`src/hw/rtl/lpcs_pkg.sv`:
```
// ----------------------------------------------------------------------------
// lpcs_pkg
// Types and codes shared by the landing plan command sequencer modules.
// ----------------------------------------------------------------------------
`default_nettype none

package lpcs_pkg;

  localparam int PLAN_ID_W = 24;
  localparam int CRC_W     = 16;
  localparam int GEN_W     = 8;
  localparam int MODE_W    = 32;
  localparam int ATT_W     = 4;

  // Event codes carried in the input tuser.
  localparam logic [2:0] FUNC_QUERY   = 3'd0;
  localparam logic [2:0] FUNC_EXECUTE = 3'd1;
  localparam logic [2:0] FUNC_CANCEL  = 3'd2;
  localparam logic [2:0] FUNC_ACK     = 3'd3;
  localparam logic [2:0] FUNC_MODE    = 3'd4;
  localparam logic [2:0] FUNC_RETRY   = 3'd5;
  localparam logic [2:0] FUNC_VEHICLE = 3'd6;

  // Operations.
  localparam logic [2:0] OP_IDLE    = 3'd0;
  localparam logic [2:0] OP_QUERY   = 3'd1;
  localparam logic [2:0] OP_LOITER  = 3'd2;
  localparam logic [2:0] OP_LANDING = 3'd3;
  localparam logic [2:0] OP_COMMIT  = 3'd4;
  localparam logic [2:0] OP_CANCEL  = 3'd5;

  // Failure kinds of an acknowledgement.
  localparam logic [1:0] FK_RESULT      = 2'd0;
  localparam logic [1:0] FK_NO_RESPONSE = 2'd1;
  localparam logic [1:0] FK_DUPLICATE   = 2'd2;

  localparam logic [7:0] ACK_ACCEPTED = 8'd0;

  // Status codes.
  localparam logic [3:0] ST_NONE      = 4'd0;
  localparam logic [3:0] ST_NOVEH     = 4'd1;
  localparam logic [3:0] ST_INPROG    = 4'd2;
  localparam logic [3:0] ST_NOTREADY  = 4'd3;
  localparam logic [3:0] ST_NOTMODE   = 4'd4;
  localparam logic [3:0] ST_LEFTMODE  = 4'd5;
  localparam logic [3:0] ST_FAILED    = 4'd6;
  localparam logic [3:0] ST_SUPPORTED = 4'd7;
  localparam logic [3:0] ST_COMMITTED = 4'd8;
  localparam logic [3:0] ST_CANCELLED = 4'd9;
  localparam logic [3:0] ST_RETRYING  = 4'd10;
  localparam logic [3:0] ST_SENDING   = 4'd11;

  localparam logic [ATT_W-1:0] ATTEMPT_MAX = 4'd15;

  // Configuration register indexes.
  localparam logic REG_MAX_ATTEMPTS = 1'b0;
  localparam logic REG_LANDING_MODE = 1'b1;

  typedef struct packed {
    logic [ATT_W-1:0]  max_attempts;
    logic [MODE_W-1:0] landing_mode_number;
  } cfg_t;

  typedef struct packed {
    logic [2:0]           func;
    logic                 draft_valid;
    logic                 link_up;
    logic [PLAN_ID_W-1:0] new_plan_id;
    logic [CRC_W-1:0]     new_plan_crc;
    logic [2:0]           tag_operation;
    logic [GEN_W-1:0]     tag_generation;
    logic [1:0]           failure_kind;
    logic [7:0]           ack_result;
    logic [MODE_W-1:0]    custom_mode;
    logic                 vehicle_present;
  } item_t;

  typedef struct packed {
    logic                 send_valid;
    logic [2:0]           send_command;
    logic [PLAN_ID_W-1:0] send_plan_id;
    logic [CRC_W-1:0]     send_aux;
    logic [GEN_W-1:0]     send_generation;
    logic                 retry_arm;
    logic                 busy_flag;
    logic                 capability_ok;
    logic                 plan_committed;
    logic                 commit_uncertain;
    logic                 mode_active;
    logic [3:0]           status;
  } result_t;

  typedef struct packed {
    logic [2:0]           op;
    logic [ATT_W-1:0]     attempts;
    logic [GEN_W-1:0]     gen;
    logic                 busy;
    logic                 capability;
    logic                 committed;
    logic                 uncertain;
    logic                 mode;
    logic                 vehicle;
    logic [PLAN_ID_W-1:0] plan_id;
    logic [CRC_W-1:0]     plan_crc;
    logic                 cancel_action;
  } state_t;

endpackage

`default_nettype wire

```
`src/hw/rtl/lpcs_cfg_regs.sv`:
```
// ----------------------------------------------------------------------------
// lpcs_cfg_regs
// APB-style register file for the retry limit and the landing mode number.
// ----------------------------------------------------------------------------
`default_nettype none

module lpcs_cfg_regs
  import lpcs_pkg::*;
(
  input  wire logic        clk,
  input  wire logic        rst,
  input  wire logic        psel,
  input  wire logic        penable,
  input  wire logic        pwrite,
  input  wire logic [2:0]  paddr,
  input  wire logic [31:0] pwdata,
  output logic      [31:0] prdata,
  output logic             pready,
  output cfg_t             cfg
);

  logic wr_en;

  assign pready = 1'b1;
  assign wr_en  = psel && penable && pwrite && pready;

  always_ff @(posedge clk) begin
    if (rst) begin
      cfg.max_attempts        <= 4'd3;
      cfg.landing_mode_number <= '0;
    end else if (wr_en) begin
      unique case (paddr[2])
        REG_MAX_ATTEMPTS: cfg.max_attempts        <= pwdata[ATT_W-1:0];
        REG_LANDING_MODE: cfg.landing_mode_number <= pwdata;
        default: ;
      endcase
    end
  end

  always_comb begin
    unique case (paddr[2])
      REG_MAX_ATTEMPTS: prdata = {{(32-ATT_W){1'b0}}, cfg.max_attempts};
      REG_LANDING_MODE: prdata = cfg.landing_mode_number;
      default:          prdata = '0;
    endcase
  end

endmodule

`default_nettype wire

```
`src/hw/rtl/lpcs_step.sv`:
```
// ----------------------------------------------------------------------------
// lpcs_step
// Next-state and result logic for one event of the command sequencer.
// ----------------------------------------------------------------------------
`default_nettype none

module lpcs_step
  import lpcs_pkg::*;
(
  input  wire state_t  st,
  input  wire cfg_t    cfg,
  input  wire item_t   item,
  output state_t       st_next,
  output result_t      res
);

  state_t      s;
  result_t     r;
  logic        do_send;
  logic        do_mode;
  logic        do_retry;
  logic [1:0]  retry_fk;
  logic        veh_override;
  logic        tag_match;
  logic        may_reach;
  logic        active;
  logic        transport;

  always_comb begin
    s            = st;
    r            = '0;
    r.status     = ST_NONE;
    do_send      = 1'b0;
    do_mode      = 1'b0;
    do_retry     = 1'b0;
    retry_fk     = FK_RESULT;
    veh_override = 1'b0;
    may_reach    = 1'b0;
    active       = 1'b0;
    transport    = 1'b0;
    tag_match    = st.busy && (item.tag_generation == st.gen) &&
                   (item.tag_operation == st.op);

    unique case (item.func)
      FUNC_QUERY: begin
        if (s.busy) begin
          if (s.op != OP_QUERY) r.status = ST_INPROG;
        end else if (!s.vehicle) begin
          s.op = OP_IDLE; s.attempts = '0; s.busy = 1'b0; r.status = ST_NOVEH;
        end else begin
          s.op = OP_QUERY; s.attempts = '0; s.gen = s.gen + 1'b1; s.busy = 1'b1;
          do_send = 1'b1;
        end
      end
      FUNC_EXECUTE: begin
        if (s.busy) begin
          r.status = ST_INPROG;
        end else begin
          // Every rejection finishes the (idle) operation with an error code.
          s.op = OP_IDLE; s.attempts = '0; s.busy = 1'b0;
          if (!s.vehicle) r.status = ST_NOVEH;
          else if (!s.capability) r.status = ST_NOTREADY;
          else if (!s.mode) r.status = ST_NOTMODE;
          else if (s.committed || s.uncertain || !item.draft_valid) r.status = ST_NOTREADY;
          else if (item.new_plan_id == '0 || item.new_plan_id == s.plan_id)
            r.status = ST_NOTREADY;
          else begin
            s.uncertain = 1'b0;
            s.plan_id   = item.new_plan_id;
            s.plan_crc  = item.new_plan_crc;
            s.op = OP_LOITER; s.gen = s.gen + 1'b1; s.busy = 1'b1;
            do_send = 1'b1;
          end
        end
      end
      FUNC_CANCEL: begin
        if (!s.vehicle) begin
          s.op = OP_IDLE; s.attempts = '0; s.busy = 1'b0; r.status = ST_NOVEH;
        end else begin
          may_reach = s.committed || s.uncertain || (s.op == OP_COMMIT);
          s.gen = s.gen + 1'b1; s.op = OP_IDLE; s.attempts = '0; s.busy = 1'b0;
          if (!s.mode) begin
            s.committed = 1'b0; s.uncertain = 1'b0;
            s.plan_id = '0; s.plan_crc = '0;
            r.status = ST_NOTMODE;
          end else begin
            s.cancel_action = may_reach;
            s.op = OP_CANCEL; s.gen = s.gen + 1'b1; s.busy = 1'b1;
            do_send = 1'b1;
          end
        end
      end
      FUNC_ACK: begin
        if (tag_match) begin
          if (!(item.failure_kind == FK_RESULT && item.ack_result == ACK_ACCEPTED)) begin
            do_retry = 1'b1;
            retry_fk = item.failure_kind;
          end else begin
            unique case (s.op)
              OP_QUERY: begin
                s.capability = 1'b1;
                s.op = OP_IDLE; s.attempts = '0; s.busy = 1'b0; r.status = ST_SUPPORTED;
              end
              OP_LOITER: begin
                s.op = OP_LANDING; s.attempts = '0; do_send = 1'b1;
              end
              OP_LANDING: begin
                s.op = OP_COMMIT; s.attempts = '0; do_send = 1'b1;
              end
              OP_COMMIT: begin
                s.uncertain = 1'b0; s.committed = 1'b1;
                s.op = OP_IDLE; s.attempts = '0; s.busy = 1'b0; r.status = ST_COMMITTED;
              end
              OP_CANCEL: begin
                s.uncertain = 1'b0; s.committed = 1'b0;
                s.plan_id = '0; s.plan_crc = '0;
                s.op = OP_IDLE; s.attempts = '0; s.busy = 1'b0; r.status = ST_CANCELLED;
              end
              default: ;
            endcase
          end
        end
      end
      FUNC_MODE: begin
        do_mode = 1'b1;
      end
      FUNC_RETRY: begin
        do_send = tag_match;
      end
      FUNC_VEHICLE: begin
        if (item.vehicle_present || s.vehicle) begin
          s.gen = s.gen + 1'b1; s.op = OP_IDLE; s.attempts = '0; s.busy = 1'b0;
          s.vehicle    = item.vehicle_present;
          s.capability = 1'b0; s.committed = 1'b0; s.uncertain = 1'b0;
          s.plan_id    = '0;   s.plan_crc  = '0;
          do_mode      = 1'b1;
          veh_override = 1'b1;
        end
      end
      default: ;
    endcase

    // Mode tracking, shared by mode reports and vehicle changes.
    if (do_mode) begin
      active = s.vehicle && (item.custom_mode == cfg.landing_mode_number);
      if (active != s.mode) begin
        s.mode = active; s.committed = 1'b0; s.uncertain = 1'b0;
        if (!active) begin
          r.status = ST_NOTMODE;
          if (s.busy && s.op != OP_QUERY) begin
            s.gen = s.gen + 1'b1; s.op = OP_IDLE; s.attempts = '0; s.busy = 1'b0;
            r.status = ST_LEFTMODE;
          end
        end
      end
    end

    // Send the command of the current operation.
    if (do_send) begin
      if (!s.vehicle) begin
        s.op = OP_IDLE; s.attempts = '0; s.busy = 1'b0; r.status = ST_NOVEH;
      end else if (s.op != OP_QUERY && !s.mode) begin
        s.op = OP_IDLE; s.attempts = '0; s.busy = 1'b0; r.status = ST_NOTMODE;
      end else begin
        if (s.attempts < ATTEMPT_MAX) s.attempts = s.attempts + 1'b1;
        if (s.op != OP_IDLE && s.op <= OP_CANCEL) begin
          if (!item.link_up) begin
            do_retry = 1'b1;
            retry_fk = FK_NO_RESPONSE;
          end else begin
            r.send_valid      = 1'b1;
            r.send_command    = s.op - 1'b1;
            r.send_generation = s.gen;
            r.send_plan_id    = (s.op == OP_QUERY) ? '0 : s.plan_id;
            if (s.op == OP_COMMIT) r.send_aux = s.plan_crc;
            else if (s.op == OP_CANCEL) r.send_aux = {{(CRC_W-1){1'b0}}, s.cancel_action};
            r.status = ST_SENDING;
          end
        end
      end
    end

    // Transport failures are retried until the attempt limit is reached.
    if (do_retry) begin
      transport = (retry_fk == FK_NO_RESPONSE) || (retry_fk == FK_DUPLICATE);
      if (s.op == OP_COMMIT && transport) s.uncertain = 1'b1;
      if (transport && s.attempts < cfg.max_attempts) begin
        r.retry_arm       = 1'b1;
        r.send_command    = s.op - 1'b1;
        r.send_generation = s.gen;
        r.status          = ST_RETRYING;
      end else begin
        if (s.op == OP_QUERY) s.capability = 1'b0;
        s.op = OP_IDLE; s.attempts = '0; s.busy = 1'b0; r.status = ST_FAILED;
      end
    end

    if (veh_override) r.status = item.vehicle_present ? ST_NONE : ST_NOVEH;

    r.busy_flag        = s.busy;
    r.capability_ok    = s.capability;
    r.plan_committed   = s.committed;
    r.commit_uncertain = s.uncertain;
    r.mode_active      = s.mode;

    st_next = s;
    res     = r;
  end

endmodule

`default_nettype wire

```
`src/hw/rtl/landing_plan_command_sequencer_unit.sv`:
```
// ----------------------------------------------------------------------------
// landing_plan_command_sequencer_unit
// Acknowledged three-command landing plan sequencer with retry and cancel.
// ----------------------------------------------------------------------------
// Each event item is captured in an input register, evaluated against the
// sequencer state in combinational logic, and its single result item is held
// in an output register while the state updates on the same edge. The block
// takes one item per clock while the output is not stalled; a result waits in
// the output register until it is taken. While a result waits, the input register
// can still take one more item, and then the input stalls until the result is
// taken. Configuration is read and written through the APB port at byte
// addresses 0 (retry limit) and 4 (landing mode number).
`default_nettype none

module landing_plan_command_sequencer_unit
  import lpcs_pkg::*;
(
  input  wire logic        clk,
  input  wire logic        rst,
  // Input events.
  input  wire logic        s_tvalid,
  output logic             s_tready,
  // tdata, from bit 0: draft_valid, link_up, new_plan_id[23:0], new_plan_crc[15:0],
  // tag_operation[2:0], tag_generation[7:0], failure_kind[1:0], ack_result[7:0],
  // custom_mode[31:0], vehicle_present.
  input  wire logic [95:0] s_tdata,
  // tuser: func[2:0].
  input  wire logic [2:0]  s_tuser,
  // Results.
  output logic             m_tvalid,
  input  wire logic        m_tready,
  // tdata, from bit 0: send_valid, send_plan_id[23:0], send_aux[15:0],
  // send_generation[7:0], retry_arm, busy_flag, capability_ok, plan_committed,
  // commit_uncertain, mode_active, status[3:0], zero padding.
  output logic [63:0]      m_tdata,
  // tuser: send_command[2:0].
  output logic [2:0]       m_tuser,
  // Configuration.
  input  wire logic        psel,
  input  wire logic        penable,
  input  wire logic        pwrite,
  input  wire logic [2:0]  paddr,
  input  wire logic [31:0] pwdata,
  output logic      [31:0] prdata,
  output logic             pready
);

  cfg_t    cfg;
  item_t   in_item;
  logic    in_valid;
  state_t  st;
  state_t  st_next;
  result_t res;
  result_t out_res;
  logic    advance;

  lpcs_cfg_regs u_cfg (
    .clk     (clk),
    .rst     (rst),
    .psel    (psel),
    .penable (penable),
    .pwrite  (pwrite),
    .paddr   (paddr),
    .pwdata  (pwdata),
    .prdata  (prdata),
    .pready  (pready),
    .cfg     (cfg)
  );

  lpcs_step u_step (
    .st      (st),
    .cfg     (cfg),
    .item    (in_item),
    .st_next (st_next),
    .res     (res)
  );

  assign advance  = in_valid && (!m_tvalid || m_tready);
  assign s_tready = !in_valid || advance;

  always_ff @(posedge clk) begin
    if (s_tvalid && s_tready) begin
      in_item.func            <= s_tuser;
      in_item.draft_valid     <= s_tdata[0];
      in_item.link_up         <= s_tdata[1];
      in_item.new_plan_id     <= s_tdata[25:2];
      in_item.new_plan_crc    <= s_tdata[41:26];
      in_item.tag_operation   <= s_tdata[44:42];
      in_item.tag_generation  <= s_tdata[52:45];
      in_item.failure_kind    <= s_tdata[54:53];
      in_item.ack_result      <= s_tdata[62:55];
      in_item.custom_mode     <= s_tdata[94:63];
      in_item.vehicle_present <= s_tdata[95];
    end
    if (advance) out_res <= res;
  end

  always_ff @(posedge clk) begin
    if (rst) begin
      in_valid <= 1'b0;
      m_tvalid <= 1'b0;
      st       <= '0;
    end else begin
      if (s_tvalid && s_tready) in_valid <= 1'b1;
      else if (advance)         in_valid <= 1'b0;
      if (advance)              m_tvalid <= 1'b1;
      else if (m_tready)        m_tvalid <= 1'b0;
      if (advance)              st <= st_next;
    end
  end

  assign m_tuser = out_res.send_command;
  assign m_tdata = {5'b0,
                    out_res.status,
                    out_res.mode_active,
                    out_res.commit_uncertain,
                    out_res.plan_committed,
                    out_res.capability_ok,
                    out_res.busy_flag,
                    out_res.retry_arm,
                    out_res.send_generation,
                    out_res.send_aux,
                    out_res.send_plan_id,
                    out_res.send_valid};

  // An operation is only left in flight while the sequencer is busy.
  a_idle_when_not_busy: assert property (@(posedge clk) disable iff (rst)
    !st.busy |-> st.op == OP_IDLE)
    else $error("sequencer idle but operation not cleared");

  a_send_status: assert property (@(posedge clk) disable iff (rst)
    m_tvalid && out_res.send_valid |-> out_res.status == ST_SENDING)
    else $error("command sent without sending status");

  a_send_or_arm: assert property (@(posedge clk) disable iff (rst)
    m_tvalid |-> !(out_res.send_valid && out_res.retry_arm))
    else $error("send and retry arm in the same result");

  a_stall_only_when_full: assert property (@(posedge clk) disable iff (rst)
    !s_tready |-> in_valid && m_tvalid && !m_tready)
    else $error("input stalled without a full pipeline");

endmodule

`default_nettype wire

```
`config.mk`:
```
export PLATFORM = sky130hd
export DESIGN_NAME = landing_plan_command_sequencer_unit
export DESIGN_NICKNAME = d
export VERILOG_FILES = /design/src/hw/rtl/lpcs_pkg.sv /design/src/hw/rtl/lpcs_cfg_regs.sv /design/src/hw/rtl/lpcs_step.sv /design/src/hw/rtl/landing_plan_command_sequencer_unit.sv
export SDC_FILE = /design/constraint.sdc
export NUM_CORES = 1
export LEC_CHECK = 0
export ABC_CLOCK_PERIOD_IN_PS = 17500
export BUFFER_PORTS_ARGS = -buffer_cell sky130_fd_sc_hd__buf_4
export CAP_MARGIN = 20
export CELL_PAD_IN_SITES_DETAIL_PLACEMENT = 1
export CELL_PAD_IN_SITES_GLOBAL_PLACEMENT = 1
export CORE_MARGIN = 4
export CORE_UTILIZATION = 45
export CTS_CLUSTER_DIAMETER = 30
export CTS_CLUSTER_SIZE = 16
export DETAILED_ROUTE_END_ITERATION = 8
export GPL_TIMING_DRIVEN = 0
export HOLD_SLACK_MARGIN = 0.15
export PLACE_DENSITY_LB_ADDON = 0.1
export SETUP_SLACK_MARGIN = 0.05
export SLEW_MARGIN = 20
export SYNTH_ARGS = -nofsm -noshare
export SYNTH_HDL_FRONTEND = slang
export SYNTH_HIERARCHICAL = 1
export SYNTH_SLANG_ARGS = --single-unit
```
`constraint.sdc`:
```
create_clock -name clk -period 17.5 [get_ports clk]
set_input_delay 3.5 -clock clk [delete_from_list [all_inputs] [get_ports clk]]
set_output_delay 3.5 -clock clk [all_outputs]
set_load 0.01 [all_outputs]
```
## After elaboration in Yosys (flattened, before gate mapping)

Index checks and enable logic that the tools add are counted.

- Bits in read-only memories: 0
- Memories kept: 0
- RAM bits: 0
- Bits of input ports: 141
- Flip-flop bits (word level): 261
- Bits in latches: 0

- Reduce and logical (&&, ||, !) cells: 39
- Bitwise operators: 5
- Shifts and indexed selects: 0
- Multiply operators: 0
- Eq/ne operators: 26
- Add/subtract/negate cells: 6
- Div/mod/pow operators: 0
- $lt $le $gt $ge: 3
- Muxes and demuxes: 157

Operators by type and width:

| kind | count |
|---|---|
| two-way mux 40 bit | 10 |
| two-way mux 51 bit | 4 |
| one-hot mux 40 bit (4 select lines) | 1 |
| two-way mux 16 bit | 7 |
| two-way mux 4 bit | 24 |
| two-way mux 41 bit | 2 |
| two-way mux 9 bit | 8 |
| one-hot mux 32 bit (2 select lines) | 1 |
| two-way mux 52 bit | 1 |
| two-way mux 1 bit | 49 |
| two-way mux 7 bit | 7 |
| one-hot mux 7 bit (5 select lines) | 1 |
| two-way mux 3 bit | 11 |
| == test 32 bit | 1 |
| one-hot mux 8 bit (4 select lines) | 1 |
| two-way mux 2 bit | 15 |
| adder 8 x 1 -> 8 bit, second input constant | 3 |
| == test 24 bit | 1 |
| == test 3 bit, second input constant | 8 |
| zero test 24 bit | 1 |
| two-way mux 24 bit | 1 |
| one-hot mux 7 bit (3 select lines) | 1 |
| two-way mux 19 bit | 1 |
| two-way mux 8 bit | 2 |
| 36 further kinds | 75 |

## Longest topological paths before layout

Gate-level depths: netlist of the first run.

- Word-level depth: 27
- Gate-level depth with buffers: 28
- Depth with buffers taken out: 24

## By module

Netlist of the first run, hierarchy kept.

Modules (own cells, without submodules):

| module | area each (um2) | times used | cells each |
|---|---|---|---|
| landing_plan_command_sequencer_unit | 7,807.5 | 1 | 446 |
| lpcs_step | 4,056.4 | 1 | 591 |
| lpcs_cfg_regs | 1,868.0 | 1 | 192 |

## Worst setup path before layout of the first run

OpenSTA, ideal clock, no wires.

- Path kind: input -> register
- Start: input port m_tready
- End: register in_item[0] in the netlist's numbering, enable pin
- Stages: 2
- Arrival: 8.352 ns
- Path buffers: 0
- Setup slack: 8.559 ns
- Data required time: 16.911 ns
- Library setup time: 0.589 ns
- Cell sequence: nor2b_4 > a21oi_1

- Longest elaborated chain between the ends: 4

RTL lines:

| what | line | source |
|---|---|---|
| from (decl) | landing_plan_command_sequencer_unit.sv:31 | `input wire logic m_tready,` |
| logical OR 1 bit | landing_plan_command_sequencer_unit.sv:78 | `assign advance = in_valid && (!m_tvalid \|\| m_tready);` |
| logical AND 1 bit | landing_plan_command_sequencer_unit.sv:78 |  |
| logical OR 1 bit | landing_plan_command_sequencer_unit.sv:79 | `assign s_tready = !in_valid \|\| advance;` |
| logical AND 1 bit | landing_plan_command_sequencer_unit.sv:82 | `if (s_tvalid && s_tready) begin` |
| to (decl) | landing_plan_command_sequencer_unit.sv:49 | `item_t in_item;` |

No other way between the ends.
A chain may end at the register's enable or synchronous reset.

## Worst setup path in the final report of the first run

- Start: input port paddr[2]
- End: output port prdata[2]

- Longest elaborated chain between the ends: 2

RTL lines:

| what | line | source |
|---|---|---|
| from (decl) | landing_plan_command_sequencer_unit.sv:42 | `input wire logic [2:0] paddr,` |
| NOT 1 bit | lpcs_cfg_regs.sv:41 | `unique case (paddr[2])` |
| one-hot mux 32 bit (2 select lines) (*) | lpcs_cfg_regs.sv:41 |  |
| to (decl) | landing_plan_command_sequencer_unit.sv:44 | `output logic [31:0] prdata,` |

Mark *: on every way between the ends. The rest lies on a longest branch, timed or not.

==> results of run 1 <==
[per-layer routing]
layer | share of wire [%] | vias to the layer above | GRT usage, % | wire length (um)
met5 | 0 | - | 0 | 0
met4 | 2.8 | 0 | 8.71 | 1280
met3 | 6.8 | 85 | 7.04 | 3100
met2 | 50 | 403 | 46.7 | 22800
met1 | 40 | 5554 | 31.9 | 18100
li1 | - | 5043 | - | -
[flip-flops by register name (all words and copies together) (netlist names)]
register,flops
u_cfg/cfg,36
m_tuser,3
in_valid,1
m_tdata,59
in_item,99
st,62
m_tvalid,1
[Yosys cell counts (14+ instances only)]
cell	count
a21oi_1	29
a22o_1	42
and2_1	37
clkbuf_1	40
dfxtp_1	100
edfxtp_1	161
ha_1	14
inv_1	23
mux2i_1	100
nand2_1	40
nand2b_1	202
nand4_1	22
nor2_1	37
nor2b_1	43
o21ai_0	18
xnor2_1	61
xor2_1	30
[layout by cell type, fill, tap and decap left out, types with 9 or more instances in the layout]
| master | netlist | final |
|---|---|---|
| a21boi_1 | 11 | 11 |
| inv_1 | 23 | 23 |
| nor2b_1 | 43 | 43 |
| xnor2_1 | 61 | 61 |
| a21oi_1 | 29 | 28 |
| dfxtp_1 | 100 | 100 |
| buf_12 | 10 | 10 |
| nor3_1 | 12 | 12 |
| xor2_1 | 30 | 30 |
| o21ai_0 | 18 | 18 |
| and2_1 | 37 | 37 |
| a31oi_1 | 9 | 9 |
| bufinv_16 | 0 | 9 |
| nor4_1 | 12 | 11 |
| mux2i_1 | 100 | 100 |
| buf_4 | 12 | 245 |
| edfxtp_1 | 161 | 161 |
| buf_2 | 12 | 13 |
| nand3_1 | 12 | 12 |
| a22o_1 | 42 | 42 |
| clkbuf_1 | 40 | 48 |
| nand4_1 | 22 | 22 |
| clkbuf_16 | 0 | 67 |
| ha_1 | 14 | 14 |
| clkinv_2 | 1 | 11 |
| nand2_1 | 40 | 40 |
| nor2_1 | 37 | 37 |
| nand2b_1 | 202 | 202 |
[path summary, 6_finish.rpt]
path / endpoint / slack (ns)
worst max-delay path: prdata[2] / 9.59
worst min-delay path: st[51] / 0.48
worst max register to register: st[45] / 10.92
worst min register to register: st[51] / 0.48
[worst max-delay path: stages]
cell,delay [ns]
buf_4,0.12
buf_2,0.26
mux2_2,0.37
buf_4,0.15
[area by class of cell]
class                   count  area [um2]  share of cell area [%]
multi-input cells         864        6270                    33.9
flip-flops and latches    261        6840                    37.0
inverters                  25        95.1                   0.514
repair buffers            240        1880                    10.2
diodes                      1        2.50                  0.0135
clock buffers              82        1800                    9.75
clock inverters            40         544                    2.94
well taps                 390         488                    2.64
plain buffers              83         572                    3.09
[metrics by stage]
step           total power, mW  hold slack [ns]  cells  worst slack [ns]  cell area [um2]
2_1_floorplan            0.765            0.446   1233              8.56            13700
3_3_place_gp             0.825            0.459   1856              5.70            16000
3_5_place_dp             0.829            0.475   1863              9.59            16100
4_1_cts                   2.11            0.491   1985              9.57            18500
5_1_grt                   2.16            0.509   1986              9.54            18500
6_report                  2.09            0.483   1986              9.59            18500
[power by group through the flow]
stage | Sequential [mW] | Clock [mW] | Combinational, mW
3_3_place_gp | 0.706 | 0 | 0.120
2_1_floorplan | 0.704 | 0 | 0.0605
4_1_cts | 0.693 | 1.29 | 0.128
5_1_grt | 0.694 | 1.33 | 0.136
3_5_place_dp | 0.703 | 0 | 0.126
6_report | 0.693 | 1.27 | 0.127
[cells by family after synthesis]
kind of cell,count (synthesis)
muxes,106
and+or+nand+nor,455
AOI/OAI and AO/OA,192
other,2
xor gates and xnor gates,91
DFF,261
adders and majority gates,14
buffers and inverters,108
==> flow_metrics.env, run 1 <==
export IMPL_setup_viol=0
export IMPL_min_from="st[51]"
export IMPL_final_period_utilization_pct=45.2
export IMPL_synth_seq_cells=261
export IMPL_fin_util_pct=61.9
export IMPL_slew_violations=0
export IMPL_initial_core_util_pct=46.0
export IMPL_maxSlewHeadroom_pct=41.2
export IMPL_die_w_um=183
export IMPL_dieHeight_um=183
export IMPL_path_class="in2out"
export IMPL_cts_sinks=261
export IMPL_clk_pin_slew_ns=0.04
export IMPL_wl_mm=45.4
export IMPL_maxCapViolCount=0
export IMPL_worstPathRequired_ns=14.00
export IMPL_cts_buffers=67
export IMPL_htree_levels=3
export IMPL_syn_avg_cell_area_um2=11.2
export IMPL_dr_total_vias=11085
export IMPL_tightest_slew_ns=0.879
export IMPL_ir_worst_vdd_mv=0.119
export IMPL_hold_viol=0
export IMPL_cts_root_buf="clkbuf_16"
export IMPL_drive_gt1_share_pct=27.0
export IMPL_grt_antenna_before_repair=1
export IMPL_ys_warnings_count=6
export IMPL_clkPwrFrac_pct=60.8
export IMPL_status="complete, no violations"
export IMPL_syn_inst=1229
export IMPL_finalWorstPathRequiredPeriod_ns=7.91
export IMPL_globalplace_congestion=0.878
export IMPL_grt_pass1_wl_mm=70.1
export IMPL_synth_edff_count=161
export IMPL_netlist_area_mm2=0.0137
export IMPL_synth_compound_area_share_pct=10.8
export IMPL_grt_setup_unrepaired="false"
export IMPL_dr_pass1_iters=7
export IMPL_synth_simple_area_share_pct=19.7
export IMPL_powerDensity_mw_per_mm2=113
export IMPL_muxShareOfSynthArea_pct=7.78
export IMPL_die_area_mm2=0.0334
export IMPL_grt_util_all_layers_pct=26.7
export IMPL_yosysSeqAreaShare_pct=49.8
export IMPL_swShare_pct=22.8
export IMPL_wire_per_inst_um=22.8
export IMPL_p_int_mw=1.61
export IMPL_syn_to_final_growth_pct=34.7
export IMPL_synth_fa_ha_area_share_pct=1.28
export IMPL_p_seq_share_pct=33.2
export IMPL_synthArstFlopShare_pct=0
export IMPL_cts_resized=0
export IMPL_hold_depth=2
export IMPL_ios=243
export IMPL_synth_xor_xnor_area_share_pct=5.80
export IMPL_clock_latency_ns=0.56
export IMPL_clock_fmax_mhz=126
export IMPL_pwr_share_comb_pct=6.1
export IMPL_dp_hpwl_mm=31.1
export IMPL_grt_pass1_vias=12168
export IMPL_setup_tns_ns=0
export IMPL_p_switching_mw=0.477
export IMPL_io_buffers=233
export IMPL_yosysUniqueCellTypes=87
export IMPL_reg2regPathDepth=27
export IMPL_cts_tree="yes"
export IMPL_ctsLongestPathBuffers=3
export IMPL_coreArea_mm2=0.0299
export IMPL_nFillCells=3133
export IMPL_path_max_fanout=10
export IMPL_cp_startpoint="paddr[2]"
export IMPL_synth_flop_cell="edfxtp_1"
export IMPL_end_kind="output pin"
export IMPL_synth_top_family_by_area="simple AND/OR/NAND/NOR gates"
export IMPL_min_path_type="reg2reg"
export IMPL_cts_hold_buf=0
export IMPL_ant_nets=0
export IMPL_fin_skew_ns=0.0357
export IMPL_ys_top_cells_by_area="edfxtp_1, dfxtp_1, nand2b_1"
export IMPL_drt_iter0_drc=658
export IMPL_rows=63
export IMPL_synth_top_cell_by_area="edfxtp_1"
export IMPL_drc=0
export IMPL_grt_start_max_net_pins=72
export IMPL_r2r_start="st[47]"
export IMPL_grt_overflow=0
export IMPL_drt_vias_per_instance=5.58
export IMPL_fin_nets=1697
export IMPL_leakagePower_nw=6.93
export IMPL_postCtsSetupBuffers=0
export IMPL_synth_top_cell_area_share_pct=35.2
export IMPL_worst_ep_arrival_time_ns=4.41
export IMPL_worstSetupStartpointType="input pin"
Note: power is estimated with default switching activity, not from simulation.
==> run 2: changes to the inputs <==
Settings changed: ABC_CLOCK_PERIOD_IN_PS 17500 to 6500, CORE_UTILIZATION 45 to 40.
Clock period 17.5 ns to 6.5 ns, I/O delays scaled along.
==> run 2 against run 1 <==
Clock skew shrank 0.022 ns; die area grew 12%; sequential share of layout area grew 0.22 points; final cell count grew 2.7%; wire length shrank 4.8%; first-iteration DRC count shrank 28%.
==> flow_metrics.env, run 2 (synthesis results as in run 1) <==
export IMPL_status="complete, no violations"
export IMPL_setup_viol=0
export IMPL_io_buffers=233
export IMPL_globalplace_congestion=0.885
export IMPL_grt_util_all_layers_pct=22.3
export IMPL_p_seq_share_pct=35.4
export IMPL_initial_core_util_pct=40.7
export IMPL_layout_common_cells="buf_4, nand2b_1, edfxtp_1"
export IMPL_drive_gt1_share_pct=27.0
export IMPL_htree_levels=2
export IMPL_cts_tree="yes"
export IMPL_r2r_setup_slack_ns=0.46
export IMPL_fin_skew_ns=0.0140
export IMPL_dr_pass1_iters=8
export IMPL_p_int_mw=4.10
export IMPL_grt_setup_unrepaired="false"
export IMPL_wire_per_inst_um=21.2
export IMPL_final_common_cell="buf_4"
export IMPL_powerDensity_mw_per_mm2=286
export IMPL_final_period_utilization_pct=93.0
export IMPL_grt_pass1_wl_mm=66.5
export IMPL_slew_violations=0
export IMPL_leakagePower_nw=6.87
export IMPL_largest_reg_flops=99
export IMPL_finalInstanceArea_mm2=0.0184
export IMPL_ios=243
export IMPL_grt_pass1_vias=11510
export IMPL_critPathMaxStageDelay_ns=0.59
export IMPL_hold_viol=0
export IMPL_ant_nets=0
export IMPL_swShare_pct=22.1
export IMPL_worst_ep_arrival_time_ns=6.56
export IMPL_grt_overflow=0
export IMPL_coreArea_mm2=0.0337
export IMPL_grt_antenna_before_repair=0
export IMPL_nFillCells=3651
export IMPL_pwr_share_comb_pct=6.5
export IMPL_cts_buffers=61
export IMPL_drc=0
export IMPL_min_path_type="reg2reg"
export IMPL_die_area_mm2=0.0374
export IMPL_drt_iter0_drc=477
export IMPL_worstSetupStartpointType="register"
export IMPL_path_max_fanout=10
export IMPL_maxCapViolCount=0
export IMPL_finalWorstPathRequiredPeriod_ns=6.04
export IMPL_worst_slack_ns=0.458
export IMPL_crit_slowest_cell="clkbuf_1"
export IMPL_tightest_slew_ns=0.819
export IMPL_clkPwrFrac_pct=58.1
export IMPL_ctsLongestPathBuffers=3
export IMPL_path_common_cell="a21oi_1"
export IMPL_drt_vias_per_instance=5.20
export IMPL_fin_nets=1693
export IMPL_rows=67
export IMPL_ir_worst_vdd_mv=0.236
export IMPL_cpLargestDelayFamily="compound AO/OA/AOI/OAI gates"
export IMPL_die_w_um=193
export IMPL_hold_slack_ns=0.473
export IMPL_syn_to_final_growth_pct=33.9
export IMPL_clock_latency_ns=0.59
export IMPL_placed_cell_area_mm2=0.0162
export IMPL_dpl_worst_slack_ns=0.124
export IMPL_worstPathCellList="clkbuf_1 -> a21oi_1 -> o311ai_0 -> nor3b_1 -> a311oi_2 -> a31oi_1 -> buf_2 -> nand2b_1 -> inv_2 -> ha_1 -> inv_1 -> a31o_2 -> a31oi_4 -> nor2_2 -> nor4_1 -> ha_1 -> a21oi_1 -> o211ai_2 -> buf_4 -> a21oi_1 -> buf_4 -> nand2b_1 -> mux2i_1"
export IMPL_cts_hold_buf=0
export IMPL_dieHeight_um=193
export IMPL_cts_root_buf="clkbuf_16"
export IMPL_end_kind="register"
export IMPL_p_switching_mw=1.16
export IMPL_maxSlewHeadroom_pct=45.2
export IMPL_dp_hpwl_mm=31.5
export IMPL_setup_tns_ns=0
export IMPL_clk_pin_slew_ns=0.05
export IMPL_clock_fmax_mhz=166
export IMPL_critPathBufInv=6
export IMPL_wl_mm=43.2
export IMPL_top_register="in_item"
export IMPL_worstPathRequired_ns=7.02
export IMPL_grt_start_max_net_pins=72
export IMPL_cts_sinks=261
export IMPL_path_class="reg2reg"
export IMPL_dr_total_vias=10596
run 2: layer usage:
metal / up-vias / routed length [um] / global-route usage (%)
met3: 75 / 2730 / 6.40
met2: 295 / 21200 / 37.9
met5: - / 0 / 0
met1: 5205 / 18000 / 27.0
met4: 0 / 1150 / 8.44
li1: 5021 / - / -
run 2: power groups by stage:
stage | combinational (mW) | clock, mW | sequential, mW
6_report | 0.341 | 3.05 | 1.86
5_1_grt | 0.367 | 3.21 | 1.87
4_1_cts | 0.344 | 3.11 | 1.86
3_5_place_dp | 0.342 | 0 | 1.89
3_3_place_gp | 0.326 | 0 | 1.90
2_1_floorplan | 0.163 | 0 | 1.89
run 2: path summary, 6_finish.rpt:
check,to,start,depth (start not counted)
max reg2reg,st[46],st[42],23
min,st[51],st[51],2
min reg2reg,st[51],st[51],2
max,st[46],st[42],23
run 2: layout make-up:
cell class / instances / area, um2 / area share, %
diodes: 1 / 2.50 / 0.0136
plain buffers: 83 / 574 / 3.12
clock buffers: 85 / 1750 / 9.51
clock inverters: 30 / 337 / 1.83
inverters: 25 / 95.1 / 0.517
multi-input cells: 864 / 6320 / 34.4
flip-flops and latches: 261 / 6840 / 37.2
well taps: 448 / 561 / 3.05
repair buffers: 242 / 1910 / 10.4
run 2: timing repair:
item	CTS	global route
resized for setup	0	13
hold endpoints to repair	0	0
setup endpoints to repair	0	12
setup buffers	0	3
run 2: metrics by stage:
| step | instances | utilization [%] | power [mW] |
|---|---|---|---|
| floorplan | 1233 | - | 2.06 |
| global placement | 1914 | 47.7 | 2.22 |
| detailed placement | 1920 | 48.1 | 2.23 |
| CTS | 2035 | 54.3 | 5.32 |
| global route | 2038 | 54.6 | 5.44 |
| finish | 2039 | 54.6 | 5.26 |
run 2: worst reg2reg max path, delay by kind of cell (launching register included):
| family | cells | cell delay [ns] |
|---|---|---|
| AND/OR/NAND/NOR | 5 | 0.98 |
| AO/OA/AOI/OAI | 9 | 2.35 |
| flip-flops | 1 | 0.50 |
| multiplexers | 1 | 0.12 |
| adder cells (fa/ha/maj) | 2 | 0.56 |
| buffers and inverters | 6 | 1.47 |
==> run 3: changes to the inputs <==
Settings changed: ABC_AREA from default to 1, CAP_MARGIN 20 to 40, CORE_UTILIZATION 40 to 38.
==> run 3 against run 2 <==
Global-route usage rose by 0.52 points; critical path depth up 8; first-iteration DRC count grew 24%.
==> flow_metrics.env, run 3 <==
export IMPL_grt_pass1_vias=13980
export IMPL_drt_vias_per_instance=4.97
export IMPL_multi_input_area_mm2=0.00561
export IMPL_drc=0
export IMPL_r2r_setup_slack_ns=1.31
export IMPL_cts_tree="yes"
export IMPL_coreArea_mm2=0.0366
export IMPL_layout_common_cells="nand2_1, inv_1, nor2_1"
export IMPL_synth_common_cells="nand2_1, inv_1, nor2_1, edfxtp_1, nand3_1"
export IMPL_leakagePower_nw=8.78
export IMPL_path_common_cell="nand2_1"
export IMPL_grt_pass1_wl_mm=74.4
export IMPL_ant_nets=0
export IMPL_r2r_start="in_item[42]"
export IMPL_min_path_type="reg2reg"
export IMPL_regArea_mm2=0.00684
export IMPL_placed_cell_area_mm2=0.0166
export IMPL_hold_slack_ns=0.483
export IMPL_dr_total_vias=12972
export IMPL_io_buffers=234
export IMPL_powerDensity_mw_per_mm2=324
export IMPL_syn_inst=1770
export IMPL_top_register="in_item"
export IMPL_slew_violations=0
export IMPL_largest_reg_flops=99
export IMPL_end_kind="register"
export IMPL_grt_util_all_layers_pct=22.9
export IMPL_synth_top_cell_area_share_pct=34.3
export IMPL_path_max_fanout=10
export IMPL_drt_iter0_drc=593
export IMPL_hold_depth=2
export IMPL_cts_sinks=261
export IMPL_maxCapViolCount=0
export IMPL_grt_setup_unrepaired="false"
export IMPL_fin_skew_ns=0.0216
export IMPL_finalWorstPathRequiredPeriod_ns=5.19
export IMPL_cts_resized=0
export IMPL_syn_avg_cell_area_um2=7.97
export IMPL_wl_mm=46.7
export IMPL_crit_slowest_cell="a21oi_1"
export IMPL_grt_antenna_before_repair=0
export IMPL_cts_root_buf="clkbuf_16"
export IMPL_synth_top_cell_by_area="edfxtp_1"
export IMPL_clk_pin_slew_ns=0.04
export IMPL_finalPower_mw=6.21
export IMPL_nFillCells=4343
export IMPL_hold_path_endpoint="st[60]"
export IMPL_initial_core_util_pct=38.5
export IMPL_clock_latency_ns=0.58
export IMPL_route_met3_wl_mm=2.53
export IMPL_status="complete, no violations"
export IMPL_finalInstanceArea_mm2=0.0192
export IMPL_cpLargestDelayFamily="simple AND/OR/NAND/NOR gates"
export IMPL_critPathBufInv=7
export IMPL_cts_hold_buf=0
export IMPL_clock_fmax_mhz=193
export IMPL_ios=243
export IMPL_tightest_slew_ns=0.722
export IMPL_synth_edff_count=161
export IMPL_final_common_cell="nand2_1"
export IMPL_cts_buffers=73
export IMPL_htree_levels=3
export IMPL_worst_ep_arrival_time_ns=5.70
export IMPL_worstPathRequired_ns=7.01
export IMPL_wl_met1_mm=20.1
export IMPL_setup_viol=0
export IMPL_wl_met2_mm=23.1
export IMPL_synth_seq_cells=261
export IMPL_maxSlewHeadroom_pct=51.6
export IMPL_netlist_area_mm2=0.0141
export IMPL_rows=70
export IMPL_antenna_cells=0
export IMPL_ys_warnings_count=6
export IMPL_synthArstFlopShare_pct=0
export IMPL_routed_top_layer="met4"
export IMPL_path_class="reg2reg"
export IMPL_postCtsSetupBuffers=0
export IMPL_dr_pass1_iters=7
export IMPL_synth_flop_cell="edfxtp_1"
export IMPL_fin_nets=2242
export IMPL_reg2regPathDepth=31
export IMPL_final_period_utilization_pct=79.9
export IMPL_ctsLongestPathBuffers=3
export IMPL_fin_util_pct=52.3
export IMPL_syn_to_final_growth_pct=35.8
export IMPL_critPathMaxStageDelay_ns=0.40
export IMPL_grt_start_max_net_pins=74
export IMPL_wire_per_inst_um=17.9
export IMPL_yosysUniqueCellTypes=64
export IMPL_hold_viol=0
export IMPL_dp_hpwl_mm=34.2
export IMPL_die_area_mm2=0.0403
export IMPL_ir_worst_vdd_mv=0.267
export IMPL_yosysMostFrequentCell="nand2_1"
export IMPL_worstSetupStartpointType="register"
export IMPL_drive_gt1_share_pct=22.7
export IMPL_globalplace_congestion=0.867
export IMPL_ys_top_cells_by_area="edfxtp_1, dfxtp_1, nand2_1"
export IMPL_min_from="st[60]"
export IMPL_yosysSeqAreaShare_pct=48.4
export IMPL_r2r_end="st[46]"
export IMPL_dieHeight_um=201
export IMPL_grt_overflow=0
export IMPL_die_w_um=201
==> run 3: changes by cell type after synthesis, sizes merged, moves of 48 or more <==
cell | previous run | this run
xnor2 | 61 | 13
a21oi | 29 | 103
nor2 | 40 | 285
mux2i | 100 | 0
nand2b | 202 | 0
nand2 | 40 | 372
nand3 | 13 | 128
inv | 24 | 309
==> run 3: worst max path at each step <==
stage,start,end,slack (ns),cells after the start
2_1_floorplan,m_tready,m_tdata[0],1.67,2
5_1_grt,in_item[42],st[46],0.74,35
6_report,in_item[42],st[46],1.31,31
3_5_place_dp,in_item[42],st[46],1.34,31
3_3_place_gp,m_tready,m_tdata[56],-0.11,3
4_1_cts,in_item[42],st[46],1.29,31
==> run 3: stage by stage <==
stage          cells  TNS [ns]  worst slack (ns)
3_3_place_gp    2476     -6.34            -0.106
5_1_grt         2612         0             0.738
3_5_place_dp    2480         0              1.34
2_1_floorplan   1774         0              1.67
4_1_cts         2612         0              1.29
6_report        2612         0              1.31
==> run 3: cells by family after synthesis <==
family | count (synthesis) | synth area share (%)
fa+ha+maj | 14 | 1.24
simple gates | 838 | 25.7
xor+xnor | 54 | 3.35
flops | 261 | 48.4
buf+inv | 392 | 12.0
other cells | 2 | 0.0532
compound gates | 209 | 9.19
==> run 3: tightest hold or removal path, cell delays in order, from the launching register on <==
cell and delay, ns:
dfxtp_1 0.32, a21oi_1 0.04, nor2_1 0.08
==> run 3: report_power, final <==
part | internal [mW] | switching (mW)
sequential | 1.85 | 0.0579
combinational | 0.235 | 0.361
clock | 2.64 | 1.07
==> run 3: per-layer routing <==
layer | track usage, % | vias to the layer above
li1 | - | 6322
met1 | 27.8 | 6231
met2 | 40.4 | 350
met3 | 5.44 | 69
met4 | 6.86 | 0
met5 | 0 | -
==> run 3: cell type report <==
type,instances,share of cell area [%]
sequential,261,35.7
clock buffer,92,10.4
clock inverter,40,2.95
timing repair buffer,238,9.74
multi-input combinational,1121,29.3
tap,468,3.06
inverter,311,6.13
buffer,81,2.72
